<file path="src/hdl/script_token_scanner_top_assert.svh">
// assertion macros for the token scanner
`ifndef SCRIPT_TOKEN_SCANNER_TOP_ASSERT_SVH
`define SCRIPT_TOKEN_SCANNER_TOP_ASSERT_SVH
`ifndef SYNTH
`define TSS_ASSERT(lbl, cond, msg) \
	lbl: assert property (@(posedge clk) disable iff (!arst_n) (cond)) else $error(msg);
`define TSS_ASSERT_IMPL(lbl, ante, cons, msg) \
	lbl: assert property (@(posedge clk) disable iff (!arst_n) (ante) |-> (cons)) \
		else $error(msg);
`define TSS_ASSERT_NEXT(lbl, ante, cons, msg) \
	lbl: assert property (@(posedge clk) disable iff (!arst_n) (ante) |=> (cons)) \
		else $error(msg);
`else
`define TSS_ASSERT(lbl, cond, msg)
`define TSS_ASSERT_IMPL(lbl, ante, cons, msg)
`define TSS_ASSERT_NEXT(lbl, ante, cons, msg)
`endif
`endif

</file>
<file path="src/hdl/tss_pkg.sv">
// ----------------------------------------------------------------------------
// tss_pkg
// types, token kinds, scan modes and keyword table of the token scanner
// ----------------------------------------------------------------------------
package tss_pkg;

	typedef logic [5:0] kind_t;

	localparam kind_t K_NUMBER  = 6'd0;
	localparam kind_t K_STRING  = 6'd1;
	localparam kind_t K_IDENT   = 6'd2;
	localparam kind_t K_KW_BASE = 6'd3;
	localparam kind_t K_PLUS    = 6'd12;
	localparam kind_t K_MINUS   = 6'd13;
	localparam kind_t K_STAR    = 6'd14;
	localparam kind_t K_SLASH   = 6'd15;
	localparam kind_t K_PERCENT = 6'd16;
	localparam kind_t K_EQ      = 6'd17;
	localparam kind_t K_NE      = 6'd18;
	localparam kind_t K_LT      = 6'd19;
	localparam kind_t K_GT      = 6'd20;
	localparam kind_t K_LE      = 6'd21;
	localparam kind_t K_GE      = 6'd22;
	localparam kind_t K_AND     = 6'd23;
	localparam kind_t K_OR      = 6'd24;
	localparam kind_t K_NOT     = 6'd25;
	localparam kind_t K_ASSIGN  = 6'd26;
	localparam kind_t K_LPAREN  = 6'd27;
	localparam kind_t K_RPAREN  = 6'd28;
	localparam kind_t K_LBRACE  = 6'd29;
	localparam kind_t K_RBRACE  = 6'd30;
	localparam kind_t K_SEMI    = 6'd31;
	localparam kind_t K_COMMA   = 6'd32;
	localparam kind_t K_EOF     = 6'd33;
	localparam kind_t K_ERROR   = 6'd34;

	localparam logic [1:0] E_NONE  = 2'd0;
	localparam logic [1:0] E_CHAR  = 2'd1;
	localparam logic [1:0] E_UNTERM = 2'd2;

	localparam int HOLD_DEPTH = 6;
	localparam int MAX_RESULTS = 8;
	localparam int NUM_KW = 9;

	typedef enum logic [9:0] {
		M_IDLE     = 10'b00_0000_0001,
		M_SLASH    = 10'b00_0000_0010,
		M_COMMENT  = 10'b00_0000_0100,
		M_NUMBER   = 10'b00_0000_1000,
		M_NUMDOT   = 10'b00_0001_0000,
		M_FRACTION = 10'b00_0010_0000,
		M_STRING   = 10'b00_0100_0000,
		M_STRESC   = 10'b00_1000_0000,
		M_IDENT    = 10'b01_0000_0000,
		M_OP2      = 10'b10_0000_0000
	} mode_t;

	typedef struct packed {
		kind_t      kind;
		logic       is_text;
		logic [7:0] text_byte;
		logic [1:0] err;
	} rec_t;

	typedef struct packed {
		logic       free;
		logic [3:0] count;
		logic [2:0] rd_ptr;
	} buf_status_t;

	localparam logic [7:0] KW_TEXT [NUM_KW][HOLD_DEPTH] = '{
		'{"t", "r", "u", "e", 8'd0, 8'd0},
		'{"f", "a", "l", "s", "e", 8'd0},
		'{"l", "e", "t", 8'd0, 8'd0, 8'd0},
		'{"i", "f", 8'd0, 8'd0, 8'd0, 8'd0},
		'{"e", "l", "s", "e", 8'd0, 8'd0},
		'{"w", "h", "i", "l", "e", 8'd0},
		'{"f", "n", 8'd0, 8'd0, 8'd0, 8'd0},
		'{"r", "e", "t", "u", "r", "n"},
		'{"p", "r", "i", "n", "t", 8'd0}
	};
	localparam logic [2:0] KW_LEN [NUM_KW] = '{3'd4, 3'd5, 3'd3, 3'd2, 3'd4, 3'd5, 3'd2,
		3'd6, 3'd5};

	function automatic rec_t mk_rec(kind_t k, logic t, logic [7:0] b, logic [1:0] e);
		rec_t r;
		r.kind = k;
		r.is_text = t;
		r.text_byte = b;
		r.err = e;
		return r;
	endfunction

	// single-character operator kind, K_NUMBER when none
	function automatic kind_t single_op(logic [7:0] b);
		kind_t k;
		case (b)
			"+": k = K_PLUS;
			"-": k = K_MINUS;
			"*": k = K_STAR;
			"%": k = K_PERCENT;
			"(": k = K_LPAREN;
			")": k = K_RPAREN;
			"{": k = K_LBRACE;
			"}": k = K_RBRACE;
			";": k = K_SEMI;
			",": k = K_COMMA;
			default: k = K_NUMBER;
		endcase
		return k;
	endfunction

	// pending operator with no second character, K_ERROR for lone and/bar
	function automatic kind_t lone_op(logic [7:0] p);
		kind_t k;
		case (p)
			"=": k = K_ASSIGN;
			"!": k = K_NOT;
			"<": k = K_LT;
			">": k = K_GT;
			default: k = K_ERROR;
		endcase
		return k;
	endfunction

	function automatic logic is_digit(logic [7:0] b);
		return (b >= "0") && (b <= "9");
	endfunction

	function automatic logic is_alpha(logic [7:0] b);
		return ((b >= "a") && (b <= "z")) || ((b >= "A") && (b <= "Z"));
	endfunction

	function automatic logic is_space(logic [7:0] b);
		return (b == " ") || ((b >= 8'd9) && (b <= 8'd13));
	endfunction

endpackage

</file>
<file path="src/hdl/script_token_scanner_top.sv">
// ----------------------------------------------------------------------------
// script_token_scanner_top
// byte-at-a-time token scanner for a small scripting language
// ----------------------------------------------------------------------------
// path: a byte is staged in the input register, and its results are registered in the result buffer
// throughput: one byte per cycle while each byte gives at most one result and out_stall is low;
// a byte that gives several results holds the result buffer until its last result is transferred
// reset: arst_n clears mode, length, pending operator; lines restart at one
// keyword hold bytes are not reset and are only read after being written
module script_token_scanner_top #(
	parameter int LINE_BITS = 20,
	parameter int MAX_NUMBER_TEXT = 63,
	parameter int MAX_IDENT_TEXT = 127
) (
	input  logic                 clk,
	input  logic                 arst_n,
	// input channel
	input  logic                 in_valid,
	output logic                 in_stall,
	input  logic [7:0]           source_byte,
	input  logic                 end_of_source,
	// result channel
	output logic                 out_valid,
	input  logic                 out_stall,
	output logic [5:0]           token_kind,
	output logic                 is_text,
	output logic [7:0]           text_byte,
	output logic [LINE_BITS-1:0] token_line,
	output logic [1:0]           error_code,
	output logic                 last_of_run
);

	`include "script_token_scanner_top_assert.svh"

	// input register stage
	logic       valid_s1;
	logic [7:0] byte_s1;
	logic       end_s1;
	logic       take;

	// batch from the scan step
	logic [3:0]           res_count;
	tss_pkg::rec_t        res_rec [tss_pkg::MAX_RESULTS];
	logic [LINE_BITS-1:0] res_line [tss_pkg::MAX_RESULTS];

	tss_pkg::buf_status_t st;
	tss_pkg::rec_t        out_rec;

	// the staged byte steps the scanner once the result buffer can take its batch
	assign take = valid_s1 && st.free;
	assign in_stall = valid_s1 && !st.free;

	always_ff @(posedge clk or negedge arst_n) begin
		if (!arst_n) begin
			valid_s1 <= 1'b0;
		end else if (in_valid && !in_stall) begin
			valid_s1 <= 1'b1;
		end else if (take) begin
			valid_s1 <= 1'b0;
		end
	end

	// payload only moves on an input transfer
	always_ff @(posedge clk) begin
		if (in_valid && !in_stall) begin
			byte_s1 <= source_byte;
			end_s1 <= end_of_source;
		end
	end

	tss_scan_core #(
		.LINE_BITS(LINE_BITS),
		.MAX_NUMBER_TEXT(MAX_NUMBER_TEXT),
		.MAX_IDENT_TEXT(MAX_IDENT_TEXT)
	) u_core (
		.clk(clk),
		.arst_n(arst_n),
		.fire(take),
		.byte_s1(byte_s1),
		.end_s1(end_s1),
		.res_count(res_count),
		.res_rec(res_rec),
		.res_line(res_line)
	);

	// bytes that give no result (whitespace, comment body) skip the buffer
	tss_result_buffer #(
		.LINE_BITS(LINE_BITS)
	) u_buf (
		.clk(clk),
		.arst_n(arst_n),
		.load(take && (res_count != 4'd0)),
		.load_count(res_count),
		.load_rec(res_rec),
		.load_line(res_line),
		.out_stall(out_stall),
		.out_valid(out_valid),
		.out_rec(out_rec),
		.out_line(token_line),
		.out_last(last_of_run),
		.status(st)
	);

	assign token_kind = out_rec.kind;
	assign is_text = out_rec.is_text;
	assign text_byte = out_rec.text_byte;
	assign error_code = out_rec.err;

	`TSS_ASSERT(a_count_max, st.count <= 4'd8, "result batch over eight")
	`TSS_ASSERT_IMPL(a_rd_range, st.count != 4'd0, ({1'b0, st.rd_ptr} < st.count), "read pointer past batch")
	`TSS_ASSERT_NEXT(a_drain_empty, out_valid && !out_stall && last_of_run && !take, !out_valid, "buffer not empty after last transfer")

endmodule

</file>
<file path="src/hdl/tss_scan_core.sv">
// ----------------------------------------------------------------------------
// tss_scan_core
// scanner state and the per-byte step logic that builds one result batch
// ----------------------------------------------------------------------------
module tss_scan_core #(
	parameter int LINE_BITS = 20,
	parameter int MAX_NUMBER_TEXT = 63,
	parameter int MAX_IDENT_TEXT = 127
) (
	input  logic                 clk,
	input  logic                 arst_n,
	input  logic                 fire,
	input  logic [7:0]           byte_s1,
	input  logic                 end_s1,
	output logic [3:0]           res_count,
	output tss_pkg::rec_t        res_rec [tss_pkg::MAX_RESULTS],
	output logic [LINE_BITS-1:0] res_line [tss_pkg::MAX_RESULTS]
);

	localparam int MAX_TEXT = (MAX_NUMBER_TEXT > MAX_IDENT_TEXT) ? MAX_NUMBER_TEXT
		: MAX_IDENT_TEXT;
	localparam int LEN_W = $clog2(MAX_TEXT + 1);
	localparam logic [LEN_W-1:0] NUM_CAP = LEN_W'(MAX_NUMBER_TEXT);
	localparam logic [LEN_W-1:0] ID_CAP = LEN_W'(MAX_IDENT_TEXT);
	localparam logic [LEN_W-1:0] HOLD_LEN = LEN_W'(tss_pkg::HOLD_DEPTH);

	tss_pkg::mode_t       mode_q, m;
	logic [7:0]           pend_q, pend;
	logic [7:0]           hold_q [tss_pkg::HOLD_DEPTH];
	logic [7:0]           hold [tss_pkg::HOLD_DEPTH];
	logic [LEN_W-1:0]     tl_q, tl;
	logic [LINE_BITS-1:0] lc_q, lc, sl_q, sl;

	logic          kw_hit;
	tss_pkg::kind_t kw_kind;

	// keyword match on the held bytes
	always_comb begin
		logic ok;
		kw_hit = 1'b0;
		kw_kind = tss_pkg::K_IDENT;
		for (int i = 0; i < tss_pkg::NUM_KW; i++) begin
			ok = (LEN_W'(tss_pkg::KW_LEN[i]) == tl_q);
			for (int j = 0; j < tss_pkg::HOLD_DEPTH; j++) begin
				if ((j < int'(tss_pkg::KW_LEN[i])) && (hold_q[j] != tss_pkg::KW_TEXT[i][j]))
					ok = 1'b0;
			end
			if (ok) begin
				kw_hit = 1'b1;
				kw_kind = tss_pkg::K_KW_BASE + 6'(i);
			end
		end
	end

	always_comb begin
		logic [3:0]     n;
		logic           fin, do_begin, do_flush, do_close, id_emit;
		tss_pkg::kind_t close_kind, k;
		logic [7:0]     b, eb;
		m = mode_q;
		pend = pend_q;
		hold = hold_q;
		tl = tl_q;
		lc = lc_q;
		sl = sl_q;
		n = 4'd0;
		b = byte_s1;
		fin = end_s1 || (b == 8'd0);
		do_begin = 1'b0;
		do_flush = 1'b0;
		do_close = 1'b0;
		id_emit = 1'b0;
		close_kind = tss_pkg::K_IDENT;
		k = tss_pkg::K_NUMBER;
		eb = b;
		for (int i = 0; i < tss_pkg::MAX_RESULTS; i++) begin
			res_rec[i] = '0;
			res_line[i] = '0;
		end

		// mode-specific work ahead of identifier close
		case (mode_q)
			tss_pkg::M_SLASH: begin
				if (!fin && (b == "/")) begin
					m = tss_pkg::M_COMMENT;
				end else begin
					res_rec[n[2:0]] = tss_pkg::mk_rec(tss_pkg::K_SLASH, 1'b0, 8'd0,
						tss_pkg::E_NONE);
					res_line[n[2:0]] = sl;
					n = n + 4'd1;
					do_begin = !fin;
				end
			end
			tss_pkg::M_COMMENT: begin
				if (!fin && (b == 8'd10)) begin
					if (lc != '1) lc = lc + 1'b1;
					m = tss_pkg::M_IDLE;
				end
			end
			tss_pkg::M_NUMBER, tss_pkg::M_FRACTION: begin
				if (!fin && tss_pkg::is_digit(b)) begin
					if (tl < NUM_CAP) begin
						res_rec[n[2:0]] = tss_pkg::mk_rec(tss_pkg::K_NUMBER, 1'b1, b,
							tss_pkg::E_NONE);
						res_line[n[2:0]] = sl;
						n = n + 4'd1;
						tl = tl + 1'b1;
					end
				end else if (!fin && (b == ".") && (mode_q == tss_pkg::M_NUMBER)) begin
					m = tss_pkg::M_NUMDOT;
				end else begin
					res_rec[n[2:0]] = tss_pkg::mk_rec(tss_pkg::K_NUMBER, 1'b0, 8'd0,
						tss_pkg::E_NONE);
					res_line[n[2:0]] = sl;
					n = n + 4'd1;
					do_begin = !fin;
				end
			end
			tss_pkg::M_NUMDOT: begin
				if (!fin && tss_pkg::is_digit(b)) begin
					if (tl < NUM_CAP) begin
						res_rec[n[2:0]] = tss_pkg::mk_rec(tss_pkg::K_NUMBER, 1'b1, ".",
							tss_pkg::E_NONE);
						res_line[n[2:0]] = sl;
						n = n + 4'd1;
						tl = tl + 1'b1;
					end
					if (tl < NUM_CAP) begin
						res_rec[n[2:0]] = tss_pkg::mk_rec(tss_pkg::K_NUMBER, 1'b1, b,
							tss_pkg::E_NONE);
						res_line[n[2:0]] = sl;
						n = n + 4'd1;
						tl = tl + 1'b1;
					end
					m = tss_pkg::M_FRACTION;
				end else begin
					res_rec[n[2:0]] = tss_pkg::mk_rec(tss_pkg::K_NUMBER, 1'b0, 8'd0,
						tss_pkg::E_NONE);
					res_line[n[2:0]] = sl;
					n = n + 4'd1;
					// dangling dot
					sl = lc;
					res_rec[n[2:0]] = tss_pkg::mk_rec(tss_pkg::K_ERROR, 1'b0, ".",
						tss_pkg::E_CHAR);
					res_line[n[2:0]] = sl;
					n = n + 4'd1;
					do_begin = !fin;
				end
			end
			tss_pkg::M_STRING, tss_pkg::M_STRESC: begin
				if (fin) begin
					res_rec[n[2:0]] = tss_pkg::mk_rec(tss_pkg::K_ERROR, 1'b0, 8'd0,
						tss_pkg::E_UNTERM);
					res_line[n[2:0]] = sl;
					n = n + 4'd1;
				end else if ((mode_q == tss_pkg::M_STRING) && (b == "\"")) begin
					res_rec[n[2:0]] = tss_pkg::mk_rec(tss_pkg::K_STRING, 1'b0, 8'd0,
						tss_pkg::E_NONE);
					res_line[n[2:0]] = sl;
					n = n + 4'd1;
					m = tss_pkg::M_IDLE;
				end else if ((mode_q == tss_pkg::M_STRING) && (b == "\\")) begin
					m = tss_pkg::M_STRESC;
				end else begin
					if ((b == 8'd10) && (lc != '1)) lc = lc + 1'b1;
					if (mode_q == tss_pkg::M_STRESC) begin
						if (b == "n") eb = 8'd10;
						else if (b == "t") eb = 8'd9;
					end
					res_rec[n[2:0]] = tss_pkg::mk_rec(tss_pkg::K_STRING, 1'b1, eb,
						tss_pkg::E_NONE);
					res_line[n[2:0]] = sl;
					n = n + 4'd1;
					m = tss_pkg::M_STRING;
				end
			end
			tss_pkg::M_IDENT: begin
				if (!fin && (tss_pkg::is_alpha(b) || tss_pkg::is_digit(b) || (b == "_")))
				begin
					if (tl < HOLD_LEN) begin
						hold[tl[2:0]] = b;
						tl = tl + 1'b1;
					end else begin
						do_flush = (tl == HOLD_LEN);
						id_emit = (tl < ID_CAP);
					end
				end else begin
					do_close = 1'b1;
					do_flush = (tl <= HOLD_LEN) && !kw_hit;
					close_kind = ((tl <= HOLD_LEN) && kw_hit) ? kw_kind : tss_pkg::K_IDENT;
					do_begin = !fin;
				end
			end
			tss_pkg::M_OP2: begin
				m = tss_pkg::M_IDLE;
				if (!fin && (b == "=") && ((pend_q == "=") || (pend_q == "!") ||
					(pend_q == "<") || (pend_q == ">"))) begin
					if (pend_q == "=") k = tss_pkg::K_EQ;
					else if (pend_q == "!") k = tss_pkg::K_NE;
					else if (pend_q == "<") k = tss_pkg::K_LE;
					else k = tss_pkg::K_GE;
					res_rec[n[2:0]] = tss_pkg::mk_rec(k, 1'b0, 8'd0, tss_pkg::E_NONE);
					res_line[n[2:0]] = sl;
					n = n + 4'd1;
				end else if (!fin && (pend_q == "&") && (b == "&")) begin
					res_rec[n[2:0]] = tss_pkg::mk_rec(tss_pkg::K_AND, 1'b0, 8'd0,
						tss_pkg::E_NONE);
					res_line[n[2:0]] = sl;
					n = n + 4'd1;
				end else if (!fin && (pend_q == "|") && (b == "|")) begin
					res_rec[n[2:0]] = tss_pkg::mk_rec(tss_pkg::K_OR, 1'b0, 8'd0,
						tss_pkg::E_NONE);
					res_line[n[2:0]] = sl;
					n = n + 4'd1;
				end else begin
					k = tss_pkg::lone_op(pend_q);
					if (k == tss_pkg::K_ERROR)
						res_rec[n[2:0]] = tss_pkg::mk_rec(k, 1'b0, pend_q, tss_pkg::E_CHAR);
					else
						res_rec[n[2:0]] = tss_pkg::mk_rec(k, 1'b0, 8'd0, tss_pkg::E_NONE);
					res_line[n[2:0]] = sl;
					n = n + 4'd1;
					do_begin = !fin;
				end
			end
			default: begin
				do_begin = !fin;
			end
		endcase

		// held identifier bytes
		if (do_flush) begin
			for (int i = 0; i < tss_pkg::HOLD_DEPTH; i++) begin
				if (LEN_W'(i) < tl_q) begin
					res_rec[n[2:0]] = tss_pkg::mk_rec(tss_pkg::K_IDENT, 1'b1, hold_q[i],
						tss_pkg::E_NONE);
					res_line[n[2:0]] = sl;
					n = n + 4'd1;
				end
			end
		end
		if (id_emit) begin
			res_rec[n[2:0]] = tss_pkg::mk_rec(tss_pkg::K_IDENT, 1'b1, b, tss_pkg::E_NONE);
			res_line[n[2:0]] = sl;
			n = n + 4'd1;
			tl = tl + 1'b1;
		end
		if (do_close) begin
			res_rec[n[2:0]] = tss_pkg::mk_rec(close_kind, 1'b0, 8'd0, tss_pkg::E_NONE);
			res_line[n[2:0]] = sl;
			n = n + 4'd1;
		end

		if (fin) begin
			sl = lc;
			res_rec[n[2:0]] = tss_pkg::mk_rec(tss_pkg::K_EOF, 1'b0, 8'd0, tss_pkg::E_NONE);
			res_line[n[2:0]] = sl;
			n = n + 4'd1;
			m = tss_pkg::M_IDLE;
			tl = '0;
		end else if (do_begin) begin
			m = tss_pkg::M_IDLE;
			if (tss_pkg::is_space(b)) begin
				if ((b == 8'd10) && (lc != '1)) lc = lc + 1'b1;
			end else begin
				sl = lc;
				tl = '0;
				if (b == "/") begin
					m = tss_pkg::M_SLASH;
				end else if (tss_pkg::is_digit(b)) begin
					res_rec[n[2:0]] = tss_pkg::mk_rec(tss_pkg::K_NUMBER, 1'b1, b,
						tss_pkg::E_NONE);
					res_line[n[2:0]] = sl;
					n = n + 4'd1;
					tl = LEN_W'(1);
					m = tss_pkg::M_NUMBER;
				end else if (b == "\"") begin
					m = tss_pkg::M_STRING;
				end else if (tss_pkg::is_alpha(b) || (b == "_")) begin
					hold[0] = b;
					tl = LEN_W'(1);
					m = tss_pkg::M_IDENT;
				end else if ((b == "=") || (b == "!") || (b == "<") || (b == ">") ||
					(b == "&") || (b == "|")) begin
					pend = b;
					m = tss_pkg::M_OP2;
				end else begin
					k = tss_pkg::single_op(b);
					if (k != tss_pkg::K_NUMBER)
						res_rec[n[2:0]] = tss_pkg::mk_rec(k, 1'b0, 8'd0, tss_pkg::E_NONE);
					else
						res_rec[n[2:0]] = tss_pkg::mk_rec(tss_pkg::K_ERROR, 1'b0, b,
							tss_pkg::E_CHAR);
					res_line[n[2:0]] = sl;
					n = n + 4'd1;
				end
			end
		end
		res_count = n;
	end

	always_ff @(posedge clk or negedge arst_n) begin
		if (!arst_n) begin
			mode_q <= tss_pkg::M_IDLE;
			pend_q <= '0;
			tl_q <= '0;
			lc_q <= LINE_BITS'(1);
			sl_q <= LINE_BITS'(1);
		end else if (fire) begin
			mode_q <= m;
			pend_q <= pend;
			tl_q <= tl;
			lc_q <= lc;
			sl_q <= sl;
		end
	end

	always_ff @(posedge clk) begin
		if (fire) hold_q <= hold;
	end

endmodule

</file>
<file path="src/hdl/tss_result_buffer.sv">
// ----------------------------------------------------------------------------
// tss_result_buffer
// holds one batch of results and hands them out one per transfer
// ----------------------------------------------------------------------------
module tss_result_buffer #(
	parameter int LINE_BITS = 20
) (
	input  logic                  clk,
	input  logic                  arst_n,
	input  logic                  load,
	input  logic [3:0]            load_count,
	input  tss_pkg::rec_t         load_rec [tss_pkg::MAX_RESULTS],
	input  logic [LINE_BITS-1:0]  load_line [tss_pkg::MAX_RESULTS],
	input  logic                  out_stall,
	output logic                  out_valid,
	output tss_pkg::rec_t         out_rec,
	output logic [LINE_BITS-1:0]  out_line,
	output logic                  out_last,
	output tss_pkg::buf_status_t  status
);

	logic [3:0]           cnt_q;
	logic [2:0]           rd_q;
	tss_pkg::rec_t        rec_q [tss_pkg::MAX_RESULTS];
	logic [LINE_BITS-1:0] line_q [tss_pkg::MAX_RESULTS];
	logic                 fire;

	assign out_valid = (cnt_q != 4'd0);
	assign out_rec = rec_q[rd_q];
	assign out_line = line_q[rd_q];
	assign out_last = ({1'b0, rd_q} == (cnt_q - 4'd1));
	assign fire = out_valid && !out_stall;

	assign status.free = !out_valid || (fire && out_last);
	assign status.count = cnt_q;
	assign status.rd_ptr = rd_q;

	always_ff @(posedge clk or negedge arst_n) begin
		if (!arst_n) begin
			cnt_q <= '0;
			rd_q <= '0;
		end else if (load) begin
			cnt_q <= load_count;
			rd_q <= '0;
		end else if (fire) begin
			if (out_last) begin
				cnt_q <= '0;
				rd_q <= '0;
			end else begin
				rd_q <= rd_q + 3'd1;
			end
		end
	end

	always_ff @(posedge clk) begin
		if (load) begin
			rec_q <= load_rec;
			line_q <= load_line;
		end
	end

endmodule
</file>
<file path="config.mk">
export PLATFORM = sky130hd
export DESIGN_NAME = script_token_scanner_top
export DESIGN_NICKNAME = d
export VERILOG_FILES = /design/src/hdl/tss_pkg.sv /design/src/hdl/script_token_scanner_top.sv /design/src/hdl/tss_scan_core.sv /design/src/hdl/tss_result_buffer.sv
export VERILOG_INCLUDE_DIRS = /design/src /design/src/hdl
export SDC_FILE = /design/constraint.sdc
export NUM_CORES = 1
export LEC_CHECK = 0
export BUFFER_PORTS_ARGS = -buffer_cell sky130_fd_sc_hd__buf_2
export CAP_MARGIN = 20
export CELL_PAD_IN_SITES_DETAIL_PLACEMENT = 1
export CELL_PAD_IN_SITES_GLOBAL_PLACEMENT = 2
export CORE_MARGIN = 5
export CORE_UTILIZATION = 42
export DETAILED_ROUTE_END_ITERATION = 8
export GPL_TIMING_DRIVEN = 0
export PLACE_DENSITY_LB_ADDON = 0.2
export SLEW_MARGIN = 10
export SYNTH_ARGS = -nofsm -noshare
export SYNTH_HDL_FRONTEND = slang
export SYNTH_SLANG_ARGS = --single-unit
</file>
<file path="constraint.sdc">
create_clock -name clk -period 30.6 [get_ports clk]
set_input_delay 9.18 -clock clk [delete_from_list [all_inputs] [get_ports clk]]
set_output_delay 9.18 -clock clk [all_outputs]
set_load 0.01 [all_outputs]
</file>
# ---- Word level (Yosys, flattened, before mapping)
# Index checks and enable logic that the tools add are counted.
dict set report classes {
  add_sub_neg 17
  n_lt_le_gt_ge 42
  eq_ne 84
  mux 343
  bitwise_logic 21
  n_reduce_logical 75
}
# cell n
set ops {}
lappend ops {{2-to-1 mux 160 bit} 23}
lappend ops {{2-to-1 mux 136 bit} 24}
lappend ops {{bitwise mux 136 bit} 12}
lappend ops {{bitwise mux 160 bit} 10}
lappend ops {{2-to-1 mux 20 bit} 36}
lappend ops {{demux 20 bit (select 3 bit)} 10}
lappend ops {{demux 17 bit (select 3 bit)} 10}
lappend ops {{2-to-1 mux 17 bit} 19}
lappend ops {{!= test 8 x 7 -> 1 bit, second input constant} 29}
lappend ops {{== test 8 x 6 -> 1 bit, second input constant} 22}
lappend ops {{2-to-1 mux 10 bit} 15}
lappend ops {{2-to-1 mux 6 bit} 25}
lappend ops {{2-to-1 mux 48 bit} 3}
lappend ops {{2-to-1 mux 140 bit} 1}
lappend ops {{2-to-1 mux 4 bit} 32}
lappend ops {{AND 120 bit} 1}
lappend ops {{2-to-1 mux 120 bit} 1}
lappend ops {{NOT 120 bit} 1}
lappend ops {{2-to-1 mux 119 bit} 1}
lappend ops {{2-to-1 mux 7 bit} 15}
lappend ops {{2-to-1 mux 102 bit} 1}
lappend ops {{case mux 20 bit (5 select lines)} 1}
lappend ops {{2-to-1 mux 8 bit} 12}
lappend ops {{case mux 17 bit (5 select lines)} 1}
lappend ops {{75 further kinds} 277}
dict set report word_totals {
  register_bits 426
  out_inout_bits 40
  wordCells 638
}

# ---- Depth between registers and ports, before layout
dict set report logic_depth {
  depth_word 53
  ltp_mapped 52
  depth_no_buf 47
}

# ---- By module
# From an unflattened synthesis, not the netlist that was laid out.
dict set report hier_totals {
  cells_unflattened 3047
  hier_area_um2 29734.8
}
# mod instances cells_each area_each_um2
set modules_own_cells {}
lappend modules_own_cells {tss_scan_core 1 2551 17635.7}
lappend modules_own_cells {tss_result_buffer 1 480 11763.8}
lappend modules_own_cells {script_token_scanner_top 1 16 335.3}

# ---- Least setup slack after synthesis
# OpenSTA, ideal clock, no wires.
dict set report synth_path {
  path_kind {input-to-reg}
  startpoint {in out_stall}
  endpoint {reg u_buf.line_q[0] (netlist name), enable pin}
  setup_ns 1.043
  arrival_time_ns 24.177
  t_required_ns 29.557
  slack_ns 5.380
  cell_stages 9
  path_buffers 0
  cell_sequence {a21oi_1 -> nand2_1 -> nand2_1 -> nand2_1 -> inv_1 -> a21oi_1 -> a31oi_1 -> nor3_1 -> a21oi_1}
}
dict set report synth_between {
  elab_chain_cells 6
}
# item line
set synth_lines {}
lappend synth_lines {{start, declared} script_token_scanner_top.sv:24} ;# input logic out_stall,
lappend synth_lines {{zero test 1 bit} tss_result_buffer.sv:32} ;# assign fire = out_valid && !out_stall;
lappend synth_lines {{logical AND 1 bit} tss_result_buffer.sv:32}
lappend synth_lines {{logical AND 1 bit} tss_result_buffer.sv:34} ;# assign status.free = !out_valid || (fire && out_last);
lappend synth_lines {{logical OR 1 bit} tss_result_buffer.sv:34}
lappend synth_lines {{logical AND 1 bit} script_token_scanner_top.sv:50} ;# assign take = valid_s1 && st.free;
lappend synth_lines {{logical AND 1 bit} script_token_scanner_top.sv:92} ;# .load(take && (res_count != 4'd0)),
lappend synth_lines {{end signal, assigned} tss_result_buffer.sv:58} ;# line_q <= load_line;
lappend synth_lines {{end, declared} tss_result_buffer.sv:25} ;# logic [LINE_BITS-1:0] line_q [tss_pkg::MAX_RESULTS];
# Every way passes these cells.
# A chain may end at the register's enable or synchronous reset.

# ---- Worst setup path in the final report
dict set report layout_path {
  startpoint {in out_stall}
  endpoint {out in_stall}
}
dict set report layout_between {
  elab_chain_cells 6
}
# item line
set layout_lines {}
lappend layout_lines {{zero test 1 bit} tss_result_buffer.sv:32}
lappend layout_lines {{logical AND 1 bit} tss_result_buffer.sv:32}
lappend layout_lines {{logical AND 1 bit} tss_result_buffer.sv:34}
lappend layout_lines {{logical OR 1 bit} tss_result_buffer.sv:34}
lappend layout_lines {{zero test 1 bit} script_token_scanner_top.sv:51} ;# assign in_stall = valid_s1 && !st.free;
lappend layout_lines {{logical AND 1 bit} script_token_scanner_top.sv:51}
lappend layout_lines {{end, declared} script_token_scanner_top.sv:19} ;# output logic in_stall,
# Every way passes these cells.

==> summary.md <==
| Metric | Value |
|---|---|
| Outcome | finished, final reports clean |
| Syn_area_per_cell | 9.69 µm² |
| Mux cell area share after synthesis | 9.10% |
| Inst Count DP | 3,794 |
| Setup violators final | 0 |
| Nets | 3,023 |
| Synth Area in Simple Gates | 18.1% |
| Post-CTS sizing | 0 |
| Largest family of logic cells by synthesized area | compound AO/OA/AOI/OAI gates |
| Number of flops mapped to enable cells by yosys | 346 |
| Mean number of vias per cell | 6.81 |
| Adder-Cell Fraction of Synth Area | 1.08% |
| Starting density of the core | 42.2% |
| Async SR Flop Fraction | 17.4% |
| Clock Skews | 0.0450 ns |
| Synth top area cells | edfxtp_1, dfrtp_1, mux4_2 |
| I/O Buffers | 52 |
| Placer Congestion | 0.989 |
| Avg WL per Cell | 33.4 µm |
| Worst R2R Path Depth | 54 |
| Final period util | 64.5% |
| Warnings from Yosys | 0 |
| Measured slew at the worst slew-check pin | 1.23 ns |
| 1st-iter DRT viols | 3,458 |
| Most used cell, CP | buf_2 |
| Clock root buffer | clkbuf_16 |
| Pwr Total | 2.83 mW |
| First-pass DRT Iterations | 5 |
| CTS buffer count | 49 |
| Synthesized area | 27,700 µm² |
| Cell Pwr Density | 90.7 nW/µm² |
| Min setup slack post-route | 10.86 ns |
| Highest-delay cell along the critical path | nand3_1 |
| Post-Place Worst Slack | 10.88 ns |
| Fmax | 50.7 MHz |
| Dominant cell by count in the synthesized netlist | edfxtp_1 |
| Max-slew headroom | 17.5% |
| Fin crit period | 19.74 ns |
| Final max-slew violation count | 0 |
| Vias in the first global route | 25,800 |
| Crit path cell chain | buf_2 -> a21oi_1 -> nand2_1 -> nand3_1 -> inv_1 -> buf_2 |
| CP Max Fanout | 5 |
| Hold Buf Count CTS | 0 |
| Die H | 267 µm |
| Vias | 26,500 |
| CP arrival | 10.56 ns |
| Fillers | 7,328 |
| Cells after synthesis | 2,857 |
| CTS H-tree lvls | 2 |
| Max VDD drop | 70.0 µV |
| Sequential share of the synthesized area | 44.2% |
| HP Class | flop to flop |
| Syn_nets | 2,893 |
| Total wire length | 130,000 µm |
| IO Pins | 53 |
| Syn-to-layout area delta | 12.9% |
| Remaining global-route overflow | 0 |
| CP max stage delay | 0.45 ns |
| Clk Latency, worst-skew pair | 0.63 ns |
| Synth cell types | 109 |
| Primary FF master, synth | edfxtp_1 |
| Core footprint | 65,500 µm² |
| Final Core Density | 47.7% |
| Crit path kind | primary input to output pin |
| Register Area | 12,200 µm² |
| Max_cap viols | 0 |
| CTS tree | yes |
| Startpoint types | primary input |
| Total GRT Usage | 35.4% |
| Detail Route Antenna Nets | 0 |
| Final Hold Slack | 0.517 ns |
| Pin count of the biggest net entering global routing | 55 |
| Multi-input logic area | 14,400 µm² |
| Global-route wire length before repair | 185,000 µm |
| Req. time, crit path | 21.42 ns |
| Post-synth top area cell | edfxtp_1 |
| # clock sinks | 419 |
| Bufs on Longest Clock Path | 3 |
| Share of cells above drive strength 1 | 12.7% |
| Die width | 267 µm |
| Crit end category | output pin |
| Final hold violations | 0 |
| DRC Markers | 0 |
| Die Area | 71,100 µm² |
| Synth Area in Compound Gates | 21.0% |
| Post-CTS Setup Bufs | 0 |
| Seq cells post-synth | 419 |
| Initial antenna violation count | 4 |
| DP Wirelength | 100,000 µm |
| Fin cells | 3,893 |
| Post-synth top area share | 37.5% |
| Min-Delay Path Depth | 2 |
| Xor/xnor share of the synthesized area | 2.61% |
| Post-synth top cells | edfxtp_1, nand2_1, nor2_1, a21oi_1, clkbuf_1 |
| Cell row count | 94 |
| RSZ-0062 raised after global routing | no |
| Leak | 10.6 nW |
| Clk pin slew, worst setup/hold paths | 0.07 ns |
registers in the layout (all words and copies together), names as in the netlist:
register       flops
byte_s1            8
end_s1             1
u_buf.cnt_q        4
u_buf.line_q     160
u_buf.rd_q         3
u_buf.rec_q      129
u_core.hold_q     48
u_core.lc_q       20
u_core.mode_q     10
u_core.pend_q      8
u_core.sl_q       20
u_core.tl_q        7
valid_s1           1
cell families after synthesis:
logic type               Yosys count
buffers and inverters            274
adder cells (fa/ha/maj)           24
AO/OA/AOI/OAI                    898
other                              1
AND/OR/NAND/NOR                 1010
flip-flops                       419
multiplexers                     154
XOR/XNOR                          77
critical path: cells and delay by family:
kind | cells | cell delay, ns
AND/OR/NAND/NOR | 2 | 0.74
buffers and inverters | 3 | 0.35
AO/OA/AOI/OAI | 1 | 0.29
cell type report:
cell class                 count  area share (%)
clock buffer                  59            4.08
timing repair buffer          79            2.35
buffer                       235            2.98
sequential                   419            39.1
antenna                        1         0.00801
inverter                      39           0.469
tap                          864            3.46
multi-input combinational   2164            46.2
clock inverter                33            1.38
layout by cell type, fill, tap and decap left out, types with 60 or more instances in the layout:
master,instances
edfxtp_1,346
nand2_1,323
nor2_1,267
a21oi_1,206
clkbuf_1,192
o21ai_0,175
o22ai_1,128
buf_2,84
nand3_1,76
a211oi_1,72
mux4_2,72
dfrtp_1,70
a22oi_1,60
worst paths after layout:
| path | start | end | slack (ns) |
|---|---|---|---|
| setup / recovery | out_stall | in_stall | 10.86 |
| hold / removal | u_core.sl_q[0] | u_core.sl_q[0] | 0.52 |
| setup reg to reg | u_core.tl_q[1] | u_buf.line_q[79] | 15.37 |
| hold reg to reg | u_core.sl_q[0] | u_core.sl_q[0] | 0.52 |
| max in group asynchronous | arst_n | u_core.mode_q[0] | 21.37 |
| min in group asynchronous | arst_n | u_buf.rd_q[0] | 8.49 |
where the power goes:
group | internal, mW | switching, mW
combinational | 0.418 | 0.758
clock | 0.362 | 0.265
sequential | 0.913 | 0.117
total | 1.69 | 1.14
per-layer routing:
metal	GRT usage [%]	share of wire, %	vias to the layer above
met1	53.2	44	13500
met3	8.71	11	169
li1	-	-	11300
met4	7.85	2.4	2
met2	52.0	43	1526
met5	0	0.0092	-
per-stage QoR:
stage	TNS (ns)	instance area [µm²]
2_1_floorplan	0	27700
3_3_place_gp	-527.68	29000
3_5_place_dp	0	29500
4_1_cts	0	31200
5_1_grt	0	31200
6_report	0	31200
Power figures use the tool's default switching activity.
